--- src/hw/rtl/bol_pkg.sv ---
package bol_pkg;

    // Field widths of the stream words
    localparam int ACTION_W  = 3;
    localparam int POS_W     = 4;
    localparam int VALUE_W   = 32;
    localparam int COUNT_W   = 5;
    localparam int CAP_W     = 5;
    localparam int S_TDATA_W = 40;
    localparam int S_TUSER_W = 3;
    localparam int M_TDATA_W = 40;

    // Defaults for the top level parameters
    localparam int DEFAULT_DEPTH      = 16;
    localparam int DEFAULT_DATA_WIDTH = 32;

    // Action codes
    localparam logic [ACTION_W-1:0] ACT_PUSH   = 3'd0;
    localparam logic [ACTION_W-1:0] ACT_POP    = 3'd1;
    localparam logic [ACTION_W-1:0] ACT_INSERT = 3'd2;
    localparam logic [ACTION_W-1:0] ACT_ERASE  = 3'd3;
    localparam logic [ACTION_W-1:0] ACT_READ   = 3'd4;
    localparam logic [ACTION_W-1:0] ACT_CLEAR  = 3'd5;

    // Sequencer states
    typedef enum logic [1:0] {
        S_IDLE,
        S_SHIFT,
        S_PLACE,
        S_DONE
    } bol_state_t;

endpackage

--- src/hw/rtl/bounded_ordered_list.sv ---
// Bounded ordered list: a list of up to DEPTH data words kept in entry order.
// Requests enter on the s_ channel (action in s_tuser, position and value in
// s_tdata); one result word per request leaves on the m_ channel with the ok
// flag, the word read, the count and the full and empty flags.
// cfg_wr_en/cfg_wr_data set the capacity limit (resets to DEPTH); write it only
// while no request is in flight.
// Push, pop, read, clear, refused requests, an insert at the end and an erase
// of the last entry go straight to the reporting state; an erase that moves
// entries shifts them first, and an insert that moves entries shifts them and
// then places the new word. The entries sit in one memory with one read
// and one write port and a registered read, so shifting moves one entry per
// cycle, up to DEPTH-1 entries. A new request is taken only once the result of
// the last one has entered the output register, never while one is in progress.
// The output register holds a result while m_tready is low; the block then
// finishes the next request and waits with it until the register frees.
// Reset empties the list and leaves memory contents undefined; there is no
// clearing pass.
module bounded_ordered_list #(
    parameter int DEPTH      = bol_pkg::DEFAULT_DEPTH,
    parameter int DATA_WIDTH = bol_pkg::DEFAULT_DATA_WIDTH
) (
    input  logic                          clk,
    input  logic                          rst_n,
    input  logic                          cfg_wr_en,
    input  logic [bol_pkg::CAP_W-1:0]     cfg_wr_data,   // capacity_limit
    input  logic                          s_tvalid,
    output logic                          s_tready,
    input  logic [bol_pkg::S_TDATA_W-1:0] s_tdata,       // position[3:0], value[35:4]
    input  logic [bol_pkg::S_TUSER_W-1:0] s_tuser,       // action[2:0]
    output logic                          m_tvalid,
    input  logic                          m_tready,
    output logic [bol_pkg::M_TDATA_W-1:0] m_tdata        // ok[0], read_value[32:1],
                                                         // count[37:33], is_full[38],
                                                         // is_empty[39]
);
    import bol_pkg::*;

    localparam int AW    = $clog2(DEPTH);
    localparam int CNT_W = $clog2(DEPTH + 1);
    localparam int LW    = (CNT_W > CAP_W) ? CNT_W : CAP_W;

    // Entry memory
    logic [DATA_WIDTH-1:0] mem [DEPTH];
    logic [DATA_WIDTH-1:0] rdata_reg;
    logic                  wr_en;
    logic [AW-1:0]         wr_addr;
    logic [DATA_WIDTH-1:0] wr_data;
    logic                  rd_en;
    logic [AW-1:0]         rd_addr;

    // Control and request registers
    bol_state_t            state_reg, state_next;
    logic [CNT_W-1:0]      count_reg, count_next;
    logic [LW-1:0]         cap_reg;
    logic                  m_tvalid_reg, m_tvalid_next;
    logic [M_TDATA_W-1:0]  m_tdata_reg, m_tdata_next;
    logic [AW-1:0]         ptr_reg, ptr_next;
    logic [AW-1:0]         pos_reg, pos_next;
    logic [DATA_WIDTH-1:0] val_reg, val_next;
    logic                  up_reg, up_next;
    logic                  ok_reg, ok_next;
    logic                  rdflag_reg, rdflag_next;

    // Input fields
    logic [ACTION_W-1:0]   in_action;
    logic [POS_W-1:0]      in_pos;
    logic [VALUE_W-1:0]    in_value;
    logic                  in_acc;

    // Derived compares
    logic [LW-1:0]         lim;
    logic [LW-1:0]         cnt_l;
    logic [LW-1:0]         pos_l;
    logic [CNT_W-1:0]      ptr_plus;
    logic                  room;
    logic [VALUE_W-1:0]    rd_word;

    assign in_action = s_tuser[ACTION_W-1:0];
    assign in_pos    = s_tdata[POS_W-1:0];
    assign in_value  = s_tdata[POS_W+VALUE_W-1:POS_W];
    assign s_tready  = (state_reg == S_IDLE);
    assign in_acc    = s_tvalid && s_tready;

    // Effective limit is the smaller of the register and DEPTH
    assign lim      = (cap_reg < LW'(DEPTH)) ? cap_reg : LW'(DEPTH);
    assign cnt_l    = LW'(count_reg);
    assign pos_l    = LW'(in_pos);
    assign ptr_plus = CNT_W'(ptr_reg) + CNT_W'(1);
    assign room     = (cnt_l < lim);
    assign rd_word  = rdflag_reg ? VALUE_W'(rdata_reg) : '0;

    assign m_tvalid = m_tvalid_reg;
    assign m_tdata  = m_tdata_reg;

    // Write and read the entry memory
    always_ff @(posedge clk)
    begin
        if (wr_en)
        begin
            mem[wr_addr] <= wr_data;
        end
        if (rd_en)
        begin
            rdata_reg <= mem[rd_addr];
        end
    end

    // Control state
    always_ff @(posedge clk or negedge rst_n)
    begin
        if (!rst_n)
        begin
            state_reg    <= S_IDLE;
            count_reg    <= '0;
            cap_reg      <= LW'(DEPTH);
            m_tvalid_reg <= 1'b0;
        end
        else
        begin
            state_reg    <= state_next;
            count_reg    <= count_next;
            m_tvalid_reg <= m_tvalid_next;
            if (cfg_wr_en)
            begin
                cap_reg <= LW'(cfg_wr_data);
            end
        end
    end

    // Payload state
    always_ff @(posedge clk)
    begin
        m_tdata_reg <= m_tdata_next;
        ptr_reg     <= ptr_next;
        pos_reg     <= pos_next;
        val_reg     <= val_next;
        up_reg      <= up_next;
        ok_reg      <= ok_next;
        rdflag_reg  <= rdflag_next;
    end

    // Sequence one request: decide, shift, place, report
    always_comb
    begin
        state_next    = state_reg;
        count_next    = count_reg;
        m_tvalid_next = m_tvalid_reg && !m_tready;
        m_tdata_next  = m_tdata_reg;
        ptr_next      = ptr_reg;
        pos_next      = pos_reg;
        val_next      = val_reg;
        up_next       = up_reg;
        ok_next       = ok_reg;
        rdflag_next   = rdflag_reg;
        wr_en         = 1'b0;
        wr_addr       = ptr_reg;
        wr_data       = rdata_reg;
        rd_en         = 1'b0;
        rd_addr       = ptr_reg;

        case (state_reg)
            S_IDLE:
            begin
                if (in_acc)
                begin
                    state_next  = S_DONE;
                    ok_next     = 1'b0;
                    rdflag_next = 1'b0;
                    pos_next    = AW'(in_pos);
                    val_next    = DATA_WIDTH'(in_value);
                    case (in_action)
                        ACT_PUSH:
                        begin
                            if (room)
                            begin
                                wr_en      = 1'b1;
                                wr_addr    = AW'(count_reg);
                                wr_data    = DATA_WIDTH'(in_value);
                                count_next = count_reg + CNT_W'(1);
                                ok_next    = 1'b1;
                            end
                        end
                        ACT_POP:
                        begin
                            if (count_reg != '0)
                            begin
                                count_next = count_reg - CNT_W'(1);
                                ok_next    = 1'b1;
                            end
                        end
                        ACT_INSERT:
                        begin
                            if (room && pos_l <= cnt_l)
                            begin
                                ok_next = 1'b1;
                                if (pos_l == cnt_l)
                                begin
                                    // append without moving anything
                                    wr_en      = 1'b1;
                                    wr_addr    = AW'(in_pos);
                                    wr_data    = DATA_WIDTH'(in_value);
                                    count_next = count_reg + CNT_W'(1);
                                end
                                else
                                begin
                                    // start moving from the last entry
                                    rd_en      = 1'b1;
                                    rd_addr    = AW'(count_reg - CNT_W'(1));
                                    ptr_next   = AW'(count_reg - CNT_W'(1));
                                    up_next    = 1'b1;
                                    state_next = S_SHIFT;
                                end
                            end
                        end
                        ACT_ERASE:
                        begin
                            if (pos_l < cnt_l)
                            begin
                                ok_next = 1'b1;
                                if (pos_l + LW'(1) == cnt_l)
                                begin
                                    count_next = count_reg - CNT_W'(1);
                                end
                                else
                                begin
                                    // start moving from the entry above the hole
                                    rd_en      = 1'b1;
                                    rd_addr    = AW'(in_pos) + AW'(1);
                                    ptr_next   = AW'(in_pos) + AW'(1);
                                    up_next    = 1'b0;
                                    state_next = S_SHIFT;
                                end
                            end
                        end
                        ACT_READ:
                        begin
                            if (pos_l < cnt_l)
                            begin
                                rd_en       = 1'b1;
                                rd_addr     = AW'(in_pos);
                                ok_next     = 1'b1;
                                rdflag_next = 1'b1;
                            end
                        end
                        ACT_CLEAR:
                        begin
                            count_next = '0;
                            ok_next    = 1'b1;
                        end
                        default:
                        begin
                            ok_next = 1'b0;
                        end
                    endcase
                end
            end
            S_SHIFT:
            begin
                // move the entry read last cycle one place
                wr_en   = 1'b1;
                wr_data = rdata_reg;
                if (up_reg)
                begin
                    wr_addr = ptr_reg + AW'(1);
                    if (ptr_reg == pos_reg)
                    begin
                        state_next = S_PLACE;
                    end
                    else
                    begin
                        rd_en    = 1'b1;
                        rd_addr  = ptr_reg - AW'(1);
                        ptr_next = ptr_reg - AW'(1);
                    end
                end
                else
                begin
                    wr_addr = ptr_reg - AW'(1);
                    if (ptr_plus == count_reg)
                    begin
                        count_next = count_reg - CNT_W'(1);
                        state_next = S_DONE;
                    end
                    else
                    begin
                        rd_en    = 1'b1;
                        rd_addr  = ptr_reg + AW'(1);
                        ptr_next = ptr_reg + AW'(1);
                    end
                end
            end
            S_PLACE:
            begin
                // drop the new word into the opened slot
                wr_en      = 1'b1;
                wr_addr    = pos_reg;
                wr_data    = val_reg;
                count_next = count_reg + CNT_W'(1);
                state_next = S_DONE;
            end
            S_DONE:
            begin
                // hand the result word to the output register once it frees
                if (!m_tvalid_reg || m_tready)
                begin
                    m_tvalid_next = 1'b1;
                    m_tdata_next  = {(count_reg == '0), (cnt_l >= lim),
                                     COUNT_W'(count_reg), rd_word, ok_reg};
                    state_next    = S_IDLE;
                end
            end
            default:
            begin
                state_next = S_IDLE;
            end
        endcase
    end

`ifndef SYNTH
    // A shift never reads and writes the same entry in one cycle
    a_no_rw_clash: assert property (@(posedge clk) disable iff (!rst_n)
        (rd_en && wr_en) |-> (rd_addr != wr_addr))
        else $error("read and write hit the same entry");

    // An accepted request always leaves idle
    a_accept_busy: assert property (@(posedge clk) disable iff (!rst_n)
        in_acc |=> (state_reg != S_IDLE))
        else $error("accepted request did not start");

    // Reporting loads the output and returns to idle
    a_done_load: assert property (@(posedge clk) disable iff (!rst_n)
        (state_reg == S_DONE && (!m_tvalid_reg || m_tready))
        |=> (m_tvalid_reg && state_reg == S_IDLE))
        else $error("result not loaded");

    // The count does not move while a result waits
    a_done_count: assert property (@(posedge clk) disable iff (!rst_n)
        (state_reg == S_DONE) |=> $stable(count_reg))
        else $error("count changed while reporting");

    // The count is within the list depth whenever a request is accepted
    a_count_max: assert property (@(posedge clk) disable iff (!rst_n)
        in_acc |-> (LW'(count_reg) <= LW'(DEPTH)))
        else $error("count beyond depth");
`endif

endmodule

--- config.mk ---
export PLATFORM = sky130hd
export DESIGN_NAME = bounded_ordered_list
export DESIGN_NICKNAME = d
export VERILOG_FILES = /design/src/hw/rtl/bol_pkg.sv /design/src/hw/rtl/bounded_ordered_list.sv
export SDC_FILE = /design/constraint.sdc
export NUM_CORES = 1
export LEC_CHECK = 0
export BUFFER_PORTS_ARGS = -buffer_cell sky130_fd_sc_hd__buf_2
export CAP_MARGIN = 25
export CORE_MARGIN = 5
export CORE_UTILIZATION = 35
export DETAILED_ROUTE_END_ITERATION = 8
export GPL_TIMING_DRIVEN = 0
export PLACE_DENSITY = 0.59
export SETUP_SLACK_MARGIN = 0.15
export SYNTH_ARGS = -nofsm -noshare
export SYNTH_HDL_FRONTEND = slang
export SYNTH_SLANG_ARGS = --single-unit
--- constraint.sdc ---
create_clock -name clk -period 5.97 [get_ports clk]
set_clock_uncertainty 0.15 [all_clocks]
set_input_delay 0.8955 -clock clk [delete_from_list [all_inputs] [get_ports clk]]
set_output_delay 0.8955 -clock clk [all_outputs]
set_load 0.005 [all_outputs]
==> metrics.yaml <==
sta:
  rsz0062_at_grt: "false"
  relSlewSlack_pct: 29.7
  worst_pin_slew_ns: 1.05
  post-route-period-util_pct: 89.2
  slew_violations: 0
  whs_ns: 0.0254
  fmax_mhz: 188
  final-hold-violation-count: 0
  setup_viol: 0
  fin_crit_ns: 5.33
drt:
  viasPerCell: 5.54
  drc: 0
  drt-initial-drc-count: 2039
  avgRoutedWirePerCell_um: 26.9
  via_count: 16826
  drt_wl_total_um: 81600
  dr.pass1.iters: 6
  final_antenna_net_count: 0
layout:
  nets: 2018
  drive_above_1_share_pct: 17.4
  fin_area_sq_mm: 0.0318
  fin_cells: 3039
  final_util_pct: 41.3
  syn_to_final_growth_pct: 17.8
  largest_reg_flops: 512
synth:
  ys_ff_latch: 640
  ys.flop_type: "edfxtp_1"
  yosysUniqueCellTypes: 80
  syn_inst: 1756
  synth_area_sq_mm: 0.0270
  seq_area_frac_synth_pct: 70.9
  synth_edf_count: 627
  yosys_warnings: 0
  syn-num-nets: 1828
  syn_avg_cell_area_sq_um: 15.4
  async_flop_share_pct: 2.03
cts:
  hold_buffers: 0
  htreeDepth: 3
  cts_tree: "yes"
  cts.sink_count: 640
  root_buffer: "clkbuf_16"
  cts_buffers: 70
  insertion_delay_ns: 0.62
  clk_transition_reported_paths_ns: 0.06
  clk_path_buf_depth: 3
worst_setup_path:
  cp_max_fo: 16
  worstSetupStartpointType: "register"
  critPathKind: "register to register"
  cp.arrival_ns: 5.50
  end_kind: "register"
  worst_ep_required_time_ns: 6.14
floorplan:
  num_rows: 102
  die-area_sq_mm: 0.0829
  ioPinCount: 95
  start_util_pct: 35.1
  die_h_um: 288
  dieWidth_um: 288
  core-area_sq_mm: 0.0771
grt:
  grt_max_degree: 25
  grt_overflow: 0
  antenna_found_initial: 6
  grt_pass1_vias: 16970
  grt_pass1_wl_um: 117000
  grt_usage_pct: 19.4
placement:
  gp_congestion: 0.875
  placed_cells: 2912
  dpl_cell_area_sq_mm: 0.0295
  dpl.hpwl_um: 54700
  port_buffers: 89
run_status:
  status: "finished clean"
job:
  drv_cap: 0
worst_hold_path:
  worst_hold_path_type: "primary input to asynchronous set/reset pin"
==> cell type report <==
class	count	area, sq um
antenna	2	5.00
buffer	120	569
clock buffer	86	1890
clock inverter	37	392
fill	6994	45200
inverter	51	191
multi-input combinational	944	7250
sequential	640	19200
tap	1040	1300
timing repair buffer	119	1100
==> final timing paths <==
path / startpoint / endpoint / slack (ns) / cells past startpoint
worst min register to register: ok_reg / m_tdata[0] / 0.28 / 0
max in group asynchronous: rst_n / cap_reg[4] / 5.35 / 1
min in group clk: ok_reg / m_tdata[0] / 0.28 / 0
worst max-delay path: cnt_l[2] / rdata_reg[10] / 0.64 / 14
worst min-delay path: rst_n / cnt_l[1] / 0.03 / 1
worst max register to register: cnt_l[2] / rdata_reg[10] / 0.64 / 14
==> worst max-delay path: stages, from the launching register on <==
cell and delay (ns):
dfrtp_1 0.38, buf_2 0.37, inv_1 0.14, ha_1 0.28, and3b_1 0.22, nand3_1 0.22
nand3_1 0.24, o311ai_1 0.33, a32oi_1 0.23, nor4_4 0.66, buf_2 0.33, buf_2 0.46
mux2i_1 0.26, a211oi_1 0.10, or4_1 0.65
==> cell usage in the layout (no fill, tap or decap), types with 5 or more instances in the layout <==
| master | count |
|---|---|
| buf_6 | 7 |
| nor3_1 | 10 |
| edfxtp_1 | 627 |
| nor3b_1 | 5 |
| a21oi_1 | 26 |
| a211oi_2 | 24 |
| buf_2 | 123 |
| or4_1 | 31 |
| buf_4 | 6 |
| clkinv_2 | 9 |
| a211oi_1 | 229 |
| mux2i_1 | 134 |
| a31oi_1 | 11 |
| dfrtp_1 | 12 |
| o21ai_0 | 18 |
| nor2_4 | 17 |
| nor2_1 | 21 |
| clkbuf_16 | 73 |
| inv_1 | 47 |
| and2_0 | 14 |
| and2_1 | 147 |
| clkinv_1 | 15 |
| nand3_1 | 21 |
| a222oi_1 | 32 |
| a22oi_1 | 7 |
| nand2_1 | 53 |
| bufinv_16 | 6 |
| xnor2_1 | 9 |
| mux2_2 | 6 |
| ha_1 | 19 |
| or2_2 | 7 |
| xor2_1 | 8 |
| clkbuf_1 | 79 |
| buf_16 | 11 |
| o221ai_1 | 6 |
| nand2b_1 | 10 |
| buf_12 | 14 |
==> cells in the mapped netlist (all sizes together), types with 4 or more instances <==
cell type  count  area (sq um)
ha            19           238
a31oi         12          81.3
nor3b          5          37.5
dfrtp         12           300
mux2           6          67.6
o221ai         6          52.6
o32ai          4          35.0
or2            8          50.1
edfxtp       627         18800
clkbuf        72           270
nor2b          4          25.0
a21o           4          30.0
nor3          10          50.1
mux2i        134          1340
a22oi          7          52.6
o21ai         22           114
nand3         22           123
or4           32           244
nor4b          4          35.0
and2         162          1010
nor2          39           156
a21oi         26           130
xor2           9          86.3
xnor2         10          95.1
a221oi         5          50.0
a211oi       253          2020
inv           50           188
nand2b        10          62.6
o211ai         5          42.5
a31o           4          35.0
nand2         54           203
a222oi        32           320
buf           49           298
==> metrics by stage <==
step                      setup WS (ns)  setup TNS [ns]
after detailed placement         0.0635               0
after global routing              0.449               0
after CTS                         0.220               0
final                             0.642               0
after floorplan                    1.32               0
after global placement            -1.32         -529.50
==> what timing repair did <==
action / 4_1_cts / 5_1_grt
setup buffers: 0 / 1
gates resized for setup: 1 / 7
setup endpoints to repair: 15 / 27
pin swaps: 0 / 1
==> kinds of logic (layout without fill, tap and decap cells) <==
| family | after synthesis | after routing | share of synthesized area, % |
|---|---|---|---|
| buf+inv | 172 | 413 | 2.81 |
| compound gates | 400 | 400 | 11.6 |
| flops | 640 | 640 | 70.9 |
| xor+xnor | 20 | 20 | 0.754 |
| other cells | 0 | 2 | 0 |
| fa+ha+maj | 19 | 19 | 0.879 |
| simple gates | 365 | 365 | 7.84 |
| mux | 140 | 140 | 5.21 |
==> routing by layer <==
metal / global-route usage (%) / part of all wire (%)
met1: 26.6 / 42
met2: 30.1 / 45
met3: 5.41 / 9.5
met4: 6.10 / 3.2
met5: 0 / 0
Power is left out: the tool's default activity adds up to more than one toggle a clock period on the data nets, which glitch-free logic cannot reach.
